--- src/rtl/sorls_pkg.sv ---
// Package: shared types, constants and fixed-point helpers of the steering offset estimator.
`timescale 1ns / 1ps
`default_nettype none
package sorls_pkg;

    localparam int unsigned QFRAC = 16;
    localparam logic [16:0] LAMBDA_ONE = 17'd65536;
    localparam logic [30:0] COV_RESET = 31'd65536000;
    localparam logic [16:0] FORGET_RESET = 17'd65470;
    localparam logic [20:0] WBASE_RESET = 21'd182845;
    localparam logic [30:0] MIN_SPEED_RESET = 31'd327680;
    localparam logic [30:0] MAX_STEER_RESET = 31'd3277;
    localparam logic [30:0] WARN_RESET = 31'd2860;
    localparam logic [30:0] PREP_LIMIT = 31'd65;
    localparam int unsigned DIV_STEPS = 64;
    localparam int unsigned ADDR_W = 5;

    typedef enum logic [2:0] {
        REG_INIT_COV  = 3'd0,
        REG_FORGET    = 3'd1,
        REG_WBASE     = 3'd2,
        REG_MIN_SPEED = 3'd3,
        REG_MAX_STEER = 3'd4,
        REG_WARN      = 3'd5
    } t_reg_idx;

    typedef enum logic [1:0] {
        DIAG_PREPARING = 2'd0,
        DIAG_OK        = 2'd1,
        DIAG_WARN      = 2'd2
    } t_diag;

    typedef enum logic [4:0] {
        ST_IDLE,
        ST_DIV_PHI,
        ST_PHI,
        ST_MUL_PHI2,
        ST_PHI2,
        ST_MUL_P,
        ST_DEN1,
        ST_DIV_PN,
        ST_PN,
        ST_MUL_PPN,
        ST_MUL_PNPHI,
        ST_DEN2,
        ST_DIV_K,
        ST_K,
        ST_MEAS,
        ST_ERR,
        ST_MUL_KE,
        ST_UPD,
        ST_OUT
    } t_state;

    // Clamp a 48-bit signed value to the signed 32-bit range.
    function automatic logic signed [31:0] f_sat48(input logic signed [47:0] v);
        logic signed [31:0] r;
        if (v > 48'sh0000_7FFF_FFFF) r = 32'sh7FFF_FFFF;
        else if (v < -48'sh0000_8000_0000) r = 32'sh8000_0000;
        else r = v[31:0];
        return r;
    endfunction

    // Clamp a 33-bit signed sum to the signed 32-bit range.
    function automatic logic signed [31:0] f_sat33(input logic signed [32:0] v);
        logic signed [31:0] r;
        if (v[32] != v[31]) r = v[32] ? 32'sh8000_0000 : 32'sh7FFF_FFFF;
        else r = v[31:0];
        return r;
    endfunction

    // Q16.16 product scaling: truncate toward zero, then saturate.
    function automatic logic signed [31:0] f_qmul(input logic signed [63:0] p);
        logic signed [63:0] t;
        t = p + (p[63] ? 64'sd65535 : 64'sd0);
        return f_sat48(t[63:QFRAC]);
    endfunction

endpackage
`default_nettype wire

--- src/rtl/steer_offset_rls_estimator_top.sv ---
// Top level: steering offset estimator, scalar RLS with forgetting on a shared multiplier/divider.
`timescale 1ns / 1ps
`default_nettype none
// One word in, one word out per tick. A tick that lacks samples, runs below the
// minimum speed or steers beyond the maximum angle goes straight to the output
// state and reports state unchanged. An updating tick runs three 64-step
// restoring divisions (phi, new covariance, gain) on one shared 1-bit-per-cycle
// divider plus seven products on one shared registered 32x32 multiplier. The
// result word is loaded once the output state finds the output register free,
// and the input is then taken again in the idle state. o_stall stays high for the
// whole tick. A finished word sits in an output register, so the next tick is
// taken even while the consumer stalls the previous result. Configuration
// registers sit on an APB-style port at byte addresses 0, 4, ... 20; writing
// the start covariance register also reloads the covariance state. Write
// configuration only while no tick is in flight.
module steer_offset_rls_estimator_top (
    input  wire                          i_clk,
    input  wire                          i_rst_n,
    // input channel
    input  wire                          i_valid,
    output logic                         o_stall,
    input  wire signed [31:0]            i_speed,
    input  wire signed [31:0]            i_yaw_rate,
    input  wire signed [31:0]            i_steer_angle,
    input  wire                          i_samples_present,
    // result channel
    output logic                         o_valid,
    input  wire                          i_stall,
    output logic                         o_updated,
    output logic signed [31:0]           o_offset_estimate,
    output logic [30:0]                  o_covariance_now,
    output logic [1:0]                   o_diag_status,
    // configuration port
    input  wire                          psel,
    input  wire                          penable,
    input  wire                          pwrite,
    input  wire [sorls_pkg::ADDR_W-1:0]  paddr,
    input  wire [31:0]                   pwdata,
    output logic [31:0]                  prdata,
    output logic                         pready
);

    sorls_pkg::t_state r_state, n_state;

    // configuration registers
    logic [30:0] r_init_cov;
    logic [16:0] r_forget;
    logic [20:0] r_wbase;
    logic [30:0] r_min_speed;
    logic [30:0] r_max_steer;
    logic [30:0] r_warn;

    // estimator state
    logic signed [31:0] r_x;
    logic [30:0]        r_p;

    // latched tick and intermediates
    logic signed [31:0] r_wz, r_st;
    logic signed [31:0] r_phi, r_phi2, r_coef, r_meas, r_err;
    logic [30:0]        r_pn;
    logic [31:0]        r_den;
    logic               r_upd;

    // shared divider
    logic [63:0] r_num;
    logic [31:0] r_rem;
    logic [31:0] r_dden;
    logic        r_neg;
    logic [5:0]  r_cnt;

    // shared multiplier
    logic signed [63:0] r_prod;

    // output register
    logic               r_out_valid;
    logic               r_out_upd;
    logic signed [31:0] r_out_x;
    logic [30:0]        r_out_p;
    logic [1:0]         r_out_diag;

    logic cfg_wr;
    logic in_acc;
    logic out_free;
    assign pready   = 1'b1;
    assign cfg_wr   = psel && penable && pwrite;
    assign o_stall  = (r_state != sorls_pkg::ST_IDLE);
    assign in_acc   = i_valid && !o_stall;
    assign out_free = !r_out_valid || !i_stall;

    // effective forgetting factor and wheel base
    logic [16:0] lam;
    logic [20:0] wb_eff;
    always_comb begin
        if (r_forget == 17'd0) lam = 17'd1;
        else if (r_forget > sorls_pkg::LAMBDA_ONE) lam = sorls_pkg::LAMBDA_ONE;
        else lam = r_forget;
        wb_eff = (r_wbase == 21'd0) ? 21'd1 : r_wbase;
    end

    // gating of the incoming tick
    logic [31:0] spd_mag, st_mag;
    logic        tick_ok;
    always_comb begin
        spd_mag = i_speed[31] ? (32'd0 - i_speed) : i_speed;
        st_mag  = i_steer_angle[31] ? (32'd0 - i_steer_angle) : i_steer_angle;
        tick_ok = i_samples_present && (spd_mag >= {1'b0, r_min_speed})
                  && (st_mag <= {1'b0, r_max_steer});
    end

    // configuration writes and reads
    always_ff @(posedge i_clk) begin
        if (!i_rst_n) begin
            r_init_cov  <= sorls_pkg::COV_RESET;
            r_forget    <= sorls_pkg::FORGET_RESET;
            r_wbase     <= sorls_pkg::WBASE_RESET;
            r_min_speed <= sorls_pkg::MIN_SPEED_RESET;
            r_max_steer <= sorls_pkg::MAX_STEER_RESET;
            r_warn      <= sorls_pkg::WARN_RESET;
        end else if (cfg_wr) begin
            unique case (sorls_pkg::t_reg_idx'(paddr[4:2]))
                sorls_pkg::REG_INIT_COV:  r_init_cov  <= pwdata[30:0];
                sorls_pkg::REG_FORGET:    r_forget    <= pwdata[16:0];
                sorls_pkg::REG_WBASE:     r_wbase     <= pwdata[20:0];
                sorls_pkg::REG_MIN_SPEED: r_min_speed <= pwdata[30:0];
                sorls_pkg::REG_MAX_STEER: r_max_steer <= pwdata[30:0];
                sorls_pkg::REG_WARN:      r_warn      <= pwdata[30:0];
                default: ;
            endcase
        end
    end

    always_comb begin
        unique case (sorls_pkg::t_reg_idx'(paddr[4:2]))
            sorls_pkg::REG_INIT_COV:  prdata = {1'b0, r_init_cov};
            sorls_pkg::REG_FORGET:    prdata = {15'd0, r_forget};
            sorls_pkg::REG_WBASE:     prdata = {11'd0, r_wbase};
            sorls_pkg::REG_MIN_SPEED: prdata = {1'b0, r_min_speed};
            sorls_pkg::REG_MAX_STEER: prdata = {1'b0, r_max_steer};
            sorls_pkg::REG_WARN:      prdata = {1'b0, r_warn};
            default:                  prdata = 32'd0;
        endcase
    end

    // saturated divider result: quotient magnitude in r_num, sign in r_neg
    logic signed [31:0] div_sat;
    always_comb begin
        if (r_neg) begin
            if ((|r_num[63:32]) || (r_num[31] && (|r_num[30:0]))) div_sat = 32'sh8000_0000;
            else div_sat = 32'sd0 - $signed(r_num[31:0]);
        end else begin
            if (|r_num[63:31]) div_sat = 32'sh7FFF_FFFF;
            else div_sat = $signed(r_num[31:0]);
        end
    end

    logic signed [31:0] prod_q;
    assign prod_q = sorls_pkg::f_qmul(r_prod);

    logic [63:0] prod_mag;
    assign prod_mag = r_prod[63] ? (64'd0 - r_prod) : r_prod;

    // sequencer: next state, multiplier operands and divider loads
    logic               mul_en;
    logic signed [31:0] mul_a, mul_b;
    logic               div_load;
    logic [63:0]        div_num;
    logic [31:0]        div_den;
    logic               div_neg;
    logic               div_step;
    logic               div_last;
    assign div_last = (r_cnt == 6'(sorls_pkg::DIV_STEPS - 1));

    always_comb begin
        n_state  = r_state;
        mul_en   = 1'b0;
        mul_a    = r_phi;
        mul_b    = r_phi;
        div_load = 1'b0;
        div_num  = 64'd0;
        div_den  = 32'd1;
        div_neg  = 1'b0;
        div_step = 1'b0;
        unique case (r_state)
            sorls_pkg::ST_IDLE: begin
                if (in_acc) begin
                    div_load = 1'b1;
                    div_num  = {16'd0, spd_mag, 16'd0};
                    div_den  = {11'd0, wb_eff};
                    div_neg  = i_speed[31];
                    n_state  = tick_ok ? sorls_pkg::ST_DIV_PHI : sorls_pkg::ST_OUT;
                end
            end
            sorls_pkg::ST_DIV_PHI: begin
                div_step = 1'b1;
                if (div_last) n_state = sorls_pkg::ST_PHI;
            end
            sorls_pkg::ST_PHI:      n_state = sorls_pkg::ST_MUL_PHI2;
            sorls_pkg::ST_MUL_PHI2: begin
                mul_en  = 1'b1;
                n_state = sorls_pkg::ST_PHI2;
            end
            sorls_pkg::ST_PHI2:     n_state = sorls_pkg::ST_MUL_P;
            sorls_pkg::ST_MUL_P: begin
                mul_en  = 1'b1;
                mul_a   = r_phi2;
                mul_b   = $signed({1'b0, r_p});
                n_state = sorls_pkg::ST_DEN1;
            end
            sorls_pkg::ST_DEN1: begin
                div_load = 1'b1;
                div_num  = {17'd0, r_p, 16'd0};
                div_den  = {15'd0, lam} + {1'b0, prod_q[30:0]};
                n_state  = sorls_pkg::ST_DIV_PN;
            end
            sorls_pkg::ST_DIV_PN: begin
                div_step = 1'b1;
                if (div_last) n_state = sorls_pkg::ST_PN;
            end
            sorls_pkg::ST_PN:       n_state = sorls_pkg::ST_MUL_PPN;
            sorls_pkg::ST_MUL_PPN: begin
                mul_en  = 1'b1;
                mul_a   = r_phi2;
                mul_b   = $signed({1'b0, r_pn});
                n_state = sorls_pkg::ST_MUL_PNPHI;
            end
            sorls_pkg::ST_MUL_PNPHI: begin
                mul_en  = 1'b1;
                mul_a   = $signed({1'b0, r_pn});
                mul_b   = r_phi;
                n_state = sorls_pkg::ST_DEN2;
            end
            sorls_pkg::ST_DEN2: begin
                div_load = 1'b1;
                div_num  = prod_mag;
                div_den  = r_den;
                div_neg  = r_prod[63];
                n_state  = sorls_pkg::ST_DIV_K;
            end
            sorls_pkg::ST_DIV_K: begin
                div_step = 1'b1;
                if (div_last) n_state = sorls_pkg::ST_K;
            end
            sorls_pkg::ST_K: begin
                mul_en  = 1'b1;
                mul_a   = r_phi;
                mul_b   = r_st;
                n_state = sorls_pkg::ST_MEAS;
            end
            sorls_pkg::ST_MEAS: begin
                mul_en  = 1'b1;
                mul_a   = r_phi;
                mul_b   = r_x;
                n_state = sorls_pkg::ST_ERR;
            end
            sorls_pkg::ST_ERR:      n_state = sorls_pkg::ST_MUL_KE;
            sorls_pkg::ST_MUL_KE: begin
                mul_en  = 1'b1;
                mul_a   = r_coef;
                mul_b   = r_err;
                n_state = sorls_pkg::ST_UPD;
            end
            sorls_pkg::ST_UPD:      n_state = sorls_pkg::ST_OUT;
            sorls_pkg::ST_OUT: begin
                if (out_free) n_state = sorls_pkg::ST_IDLE;
            end
            default:                n_state = sorls_pkg::ST_IDLE;
        endcase
    end

    always_ff @(posedge i_clk) begin
        if (!i_rst_n) r_state <= sorls_pkg::ST_IDLE;
        else r_state <= n_state;
    end

    // shared multiplier, registered product
    always_ff @(posedge i_clk) begin
        if (mul_en) r_prod <= mul_a * mul_b;
    end

    // shared restoring divider: one quotient bit per cycle
    logic [32:0] div_sh;
    logic        div_ge;
    assign div_sh = {r_rem, r_num[63]};
    assign div_ge = (div_sh >= {1'b0, r_dden});

    always_ff @(posedge i_clk) begin
        if (div_load) begin
            r_num  <= div_num;
            r_rem  <= 32'd0;
            r_dden <= div_den;
            r_neg  <= div_neg;
            r_cnt  <= 6'd0;
        end else if (div_step) begin
            r_rem  <= div_ge ? 32'(div_sh - {1'b0, r_dden}) : div_sh[31:0];
            r_num  <= {r_num[62:0], div_ge};
            r_cnt  <= r_cnt + 6'd1;
        end
    end

    // datapath registers, advanced by the sequencer
    always_ff @(posedge i_clk) begin
        case (r_state)
            sorls_pkg::ST_IDLE: begin
                if (in_acc) begin
                    r_wz  <= i_yaw_rate;
                    r_st  <= i_steer_angle;
                    r_upd <= tick_ok;
                end
            end
            sorls_pkg::ST_PHI:       r_phi  <= div_sat;
            sorls_pkg::ST_PHI2:      r_phi2 <= prod_q;
            sorls_pkg::ST_PN:        r_pn   <= div_sat[30:0];
            sorls_pkg::ST_MUL_PNPHI: r_den  <= {15'd0, lam} + {1'b0, prod_q[30:0]};
            sorls_pkg::ST_K:         r_coef <= div_sat;
            sorls_pkg::ST_MEAS:
                r_meas <= sorls_pkg::f_sat33({r_wz[31], r_wz} - {prod_q[31], prod_q});
            sorls_pkg::ST_ERR:
                r_err <= sorls_pkg::f_sat33({r_meas[31], r_meas} - {prod_q[31], prod_q});
            default: ;
        endcase
    end

    // estimator state; a covariance register write reloads P
    always_ff @(posedge i_clk) begin
        if (!i_rst_n) begin
            r_x <= 32'sd0;
            r_p <= sorls_pkg::COV_RESET;
        end else if (cfg_wr && (sorls_pkg::t_reg_idx'(paddr[4:2]) == sorls_pkg::REG_INIT_COV)) begin
            r_p <= pwdata[30:0];
        end else if (r_state == sorls_pkg::ST_UPD) begin
            r_x <= sorls_pkg::f_sat33({r_x[31], r_x} + {prod_q[31], prod_q});
            r_p <= r_pn;
        end
    end

    // diagnostic status from the state after this tick
    logic [31:0]      x_mag;
    sorls_pkg::t_diag diag;
    always_comb begin
        x_mag = r_x[31] ? (32'd0 - r_x) : r_x;
        if (r_p > sorls_pkg::PREP_LIMIT) diag = sorls_pkg::DIAG_PREPARING;
        else if (x_mag > {1'b0, r_warn}) diag = sorls_pkg::DIAG_WARN;
        else diag = sorls_pkg::DIAG_OK;
    end

    // output register: hold while stalled, load the finished word when free
    logic out_load;
    assign out_load = (r_state == sorls_pkg::ST_OUT) && out_free;

    always_ff @(posedge i_clk) begin
        if (!i_rst_n) begin
            r_out_valid <= 1'b0;
        end else if (out_load) begin
            r_out_valid <= 1'b1;
        end else if (!i_stall) begin
            r_out_valid <= 1'b0;
        end
    end

    always_ff @(posedge i_clk) begin
        if (out_load) begin
            r_out_upd  <= r_upd;
            r_out_x    <= r_x;
            r_out_p    <= r_p;
            r_out_diag <= diag;
        end
    end

    assign o_valid           = r_out_valid;
    assign o_updated         = r_out_upd;
    assign o_offset_estimate = r_out_x;
    assign o_covariance_now  = r_out_p;
    assign o_diag_status     = r_out_diag;

endmodule
`default_nettype wire

--- config.mk ---
export PLATFORM = sky130hd
export DESIGN_NAME = steer_offset_rls_estimator_top
export DESIGN_NICKNAME = d
export VERILOG_FILES = /design/src/rtl/sorls_pkg.sv /design/src/rtl/steer_offset_rls_estimator_top.sv
export SDC_FILE = /design/constraint.sdc
export NUM_CORES = 2
export LEC_CHECK = 0
export ABC_AREA = 1
export BUFFER_PORTS_ARGS = -buffer_cell sky130_fd_sc_hd__buf_4
export CELL_PAD_IN_SITES_DETAIL_PLACEMENT = 1
export CELL_PAD_IN_SITES_GLOBAL_PLACEMENT = 2
export CORE_AREA = 4 4 481 483
export CTS_BUF_LIST = sky130_fd_sc_hd__clkbuf_2
export DETAILED_ROUTE_END_ITERATION = 8
export DIE_AREA = 0 0 485 487
export PLACE_DENSITY = 0.89
export SETUP_SLACK_MARGIN = 0.02
export SYNTH_ARGS = -nofsm -noshare
export SYNTH_HDL_FRONTEND = slang
export SYNTH_SLANG_ARGS = --single-unit
--- constraint.sdc ---
create_clock -name i_clk -period 10 [get_ports i_clk]
set_clock_uncertainty 0.15 [all_clocks]
set_input_delay 2 -clock i_clk [delete_from_list [all_inputs] [get_ports i_clk]]
set_output_delay 2 -clock i_clk [all_outputs]
set_load 0.005 [all_outputs]
==> impl_metrics.toml <==
[status]
status = "finished clean"

[job]
cap_viol_max_count = 0

[cells_and_area]
final-seq-area_um2 = 20900
synthToLayoutAreaGrowth_pct = 13.4
final_nets = 12300
multiInputGateArea_um2 = 54400
design_area_um2 = 94700
top_regs = "r_num (64), r_prod (64)"
num-fill-cells = 27500
drive_gt1_share_pct = 12.2

[timing]
finalMaxSlewViolations = 0
fin_crit_sh_pct = 97.5
hold_viol_final = 0
setup_viol = 0
max_slew_margin_pct = 15.7
worst_pin_slew_ns = 1.25
period_minus_slack_ns = 9.75
fmax_mhz = 103

[synth]
synth_area_um2 = 83500
synth_ff_type = "edfxtp_1"
seq_area_frac_synth_pct = 25.0
syn_area_per_cell_um2 = 8.29
yosys_warnings = 0
syn_nets = 11700
synth_edf_count = 515
synth_cell_types = 65
ys_ff_latch = 784
syn_inst = 10100
async_flop_share_pct = 0

[worst_setup_path]
worstPathMaxFanout = 13
cp_top_family = "adder cells"
crit_top_cell = "inv_1"
r2r_cells = 40
critPathLaunchType = "flop"
crit_buf_inv = 17
rrSetupSlack_ns = 0.25
arrival_ns = 10.94
crit_cells = 40
crit_type = "reg2reg"
crit_required_ns = 11.19
critPathCaptureType = "flop"
crit_slowest_cell = "fa_2"
cp_slowest_stage_delay_ns = 0.63

[cts]
cts_sinks = 784
clockBufferDepth = 3
cts_hold_buf = 0
htree_levels = 4
clkTransAtPathRegs_ns = 0.13
cts_root_buf = "clkbuf_2"
cts_tree = "built"
clk_latency_ns = 1.73
cts_buffers = 199

[place]
gp_congestion = 0.989
postPlaceCellArea_um2 = 92100
portBuffers = 236
hpwl_um = 304000

[global_route]
antenna_found_initial = 34
grt_pass1_wl_um = 538000
use_met2_pct = 47.5
top_usage_layer = "met2"
grt_pass1_vias = 80000
grt_max_degree = 71
met1_usage_pct = 40.8
grt_use_met3_pct = 8.12
grt_usage_pct = 31.0
gr-total-overflow = 0

[min_path]
whs_path_depth = 0
hold_path_class = "reg2reg"

[drt]
dr.pass1.iters = 6
postRouteWirelength_um = 372000
via_per_inst = 5.49
drc = 0
drtAntennaViolNets = 0
drt-initial-drc-count = 7122
vias = 76200
avgRoutedWirePerCell_um = 26.8

[floorplanning]
rows = 175
dieWidth_um = 485
initial_core_util_pct = 36.8
core-area_um2 = 227000
dieArea_um2 = 236000
die_h_um = 487
io_pins = 242
==> cells by family (layout without fill, tap and decap cells) <==
| logic type | count (synthesis) | in the layout | share of synthesized area (%) |
|---|---|---|---|
| adders and majority gates | 1530 | 1530 | 32.7 |
| xor gates and xnor gates | 331 | 331 | 3.47 |
| DFF | 784 | 784 | 25.0 |
| other | 2 | 20 | 0.00899 |
| AOI/OAI and AO/OA | 1547 | 1547 | 10.9 |
| and+or+nand+nor | 3551 | 3551 | 17.4 |
| buffers and inverters | 2330 | 3094 | 10.6 |
==> cell type report <==
cell class | instances | area share [%]
antenna | 18 | 0.0476
sequential | 784 | 22.0
timing repair buffer | 762 | 6.73
tap | 3009 | 3.98
timing repair inverter | 1 | 0.00528
clock buffer | 279 | 1.47
multi-input combinational | 6961 | 57.4
clock inverter | 87 | 0.526
inverter | 1965 | 7.82
==> cells in the final DEF (no fill, tap or decap), drive strengths merged, types with 53 or more instances in the layout <==
master | Yosys | routed
buf | 70 | 760
nand3 | 212 | 212
xnor2 | 124 | 124
fa | 1087 | 1087
a221oi | 53 | 53
ha | 443 | 443
nor2 | 1128 | 1128
clkbuf | 295 | 281
nor3 | 107 | 107
o211ai | 57 | 57
nand4 | 83 | 83
xor2 | 207 | 207
clkinv | 21 | 92
a22oi | 94 | 94
nand2 | 1918 | 1918
dfxtp | 269 | 269
nor4 | 56 | 56
inv | 1944 | 1951
a21oi | 535 | 535
o21ai | 526 | 526
edfxtp | 515 | 515
==> synth_stat cells (51+ instances only) <==
cell type  number  share of area [%]
inv_1        1917                8.6
nand2_1      1894                8.5
nor2_1       1100                4.9
fa_1         1087                 26
a21oi_1       535                3.2
edfxtp_1      515                 19
o21ai_0       492                2.9
ha_1          443                6.6
clkbuf_1      295                1.3
dfxtp_1       269                6.4
xor2_1        207                2.2
nand3_1       202                1.2
xnor2_1       124                1.3
nor3_1         95               0.57
a22oi_1        94               0.84
nand4_1        83               0.62
o211ai_1       57               0.51
nor4_1         55               0.41
a221oi_1       53               0.56
a31oi_1        51               0.38
==> final timing paths <==
| kind | from | to |
|---|---|---|
| worst max-delay path | r_state[2] | r_prod[56] |
| worst max register to register | r_state[2] | r_prod[56] |
| worst min-delay path | r_p[22] | o_covariance_now[22] |
| worst min register to register | r_p[22] | o_covariance_now[22] |
==> worst reg2reg max path, delay by kind of cell (launching register included) <==
family                   cells  cell delay [ns]
AO/OA/AOI/OAI                6             1.34
XOR/XNOR                     1             0.13
adder cells (fa/ha/maj)      9             4.35
buffers and inverters       17             2.25
flip-flops                   1             0.40
AND/OR/NAND/NOR              7             0.80
==> metal layers <==
metal,part of all wire (%),vias up
met5,0.048,-
met4,5.6,26
met3,9.5,805
met2,44,3343
met1,41,38800
li1,-,33200
==> through the flow <==
stage,utilization [%],hold WS [ns],TNS [ns],std cells,setup slack (ns)
after CTS,41.5,0.0916,0,13800,0.0161
after floorplan,-,0.250,0,10100,0.167
final,41.8,0.157,0,13900,0.252
after detailed placement,40.6,0.258,-0.277,13500,-0.112
after global placement,40.6,0.256,-0.146,13500,-0.0608
after global routing,41.7,0.167,-0.0459,13900,-0.0459
==> repair_timing <==
action,CTS,global route
pin swaps,1,7
endpoints found under the setup margin,19,32
resized for setup,20,87
hold endpoints to repair,0,0
cloned,1,3
setup buffers,6,17
Power is left out: the tool's default activity adds up to more than one toggle a clock period on the data nets, which glitch-free logic cannot reach.
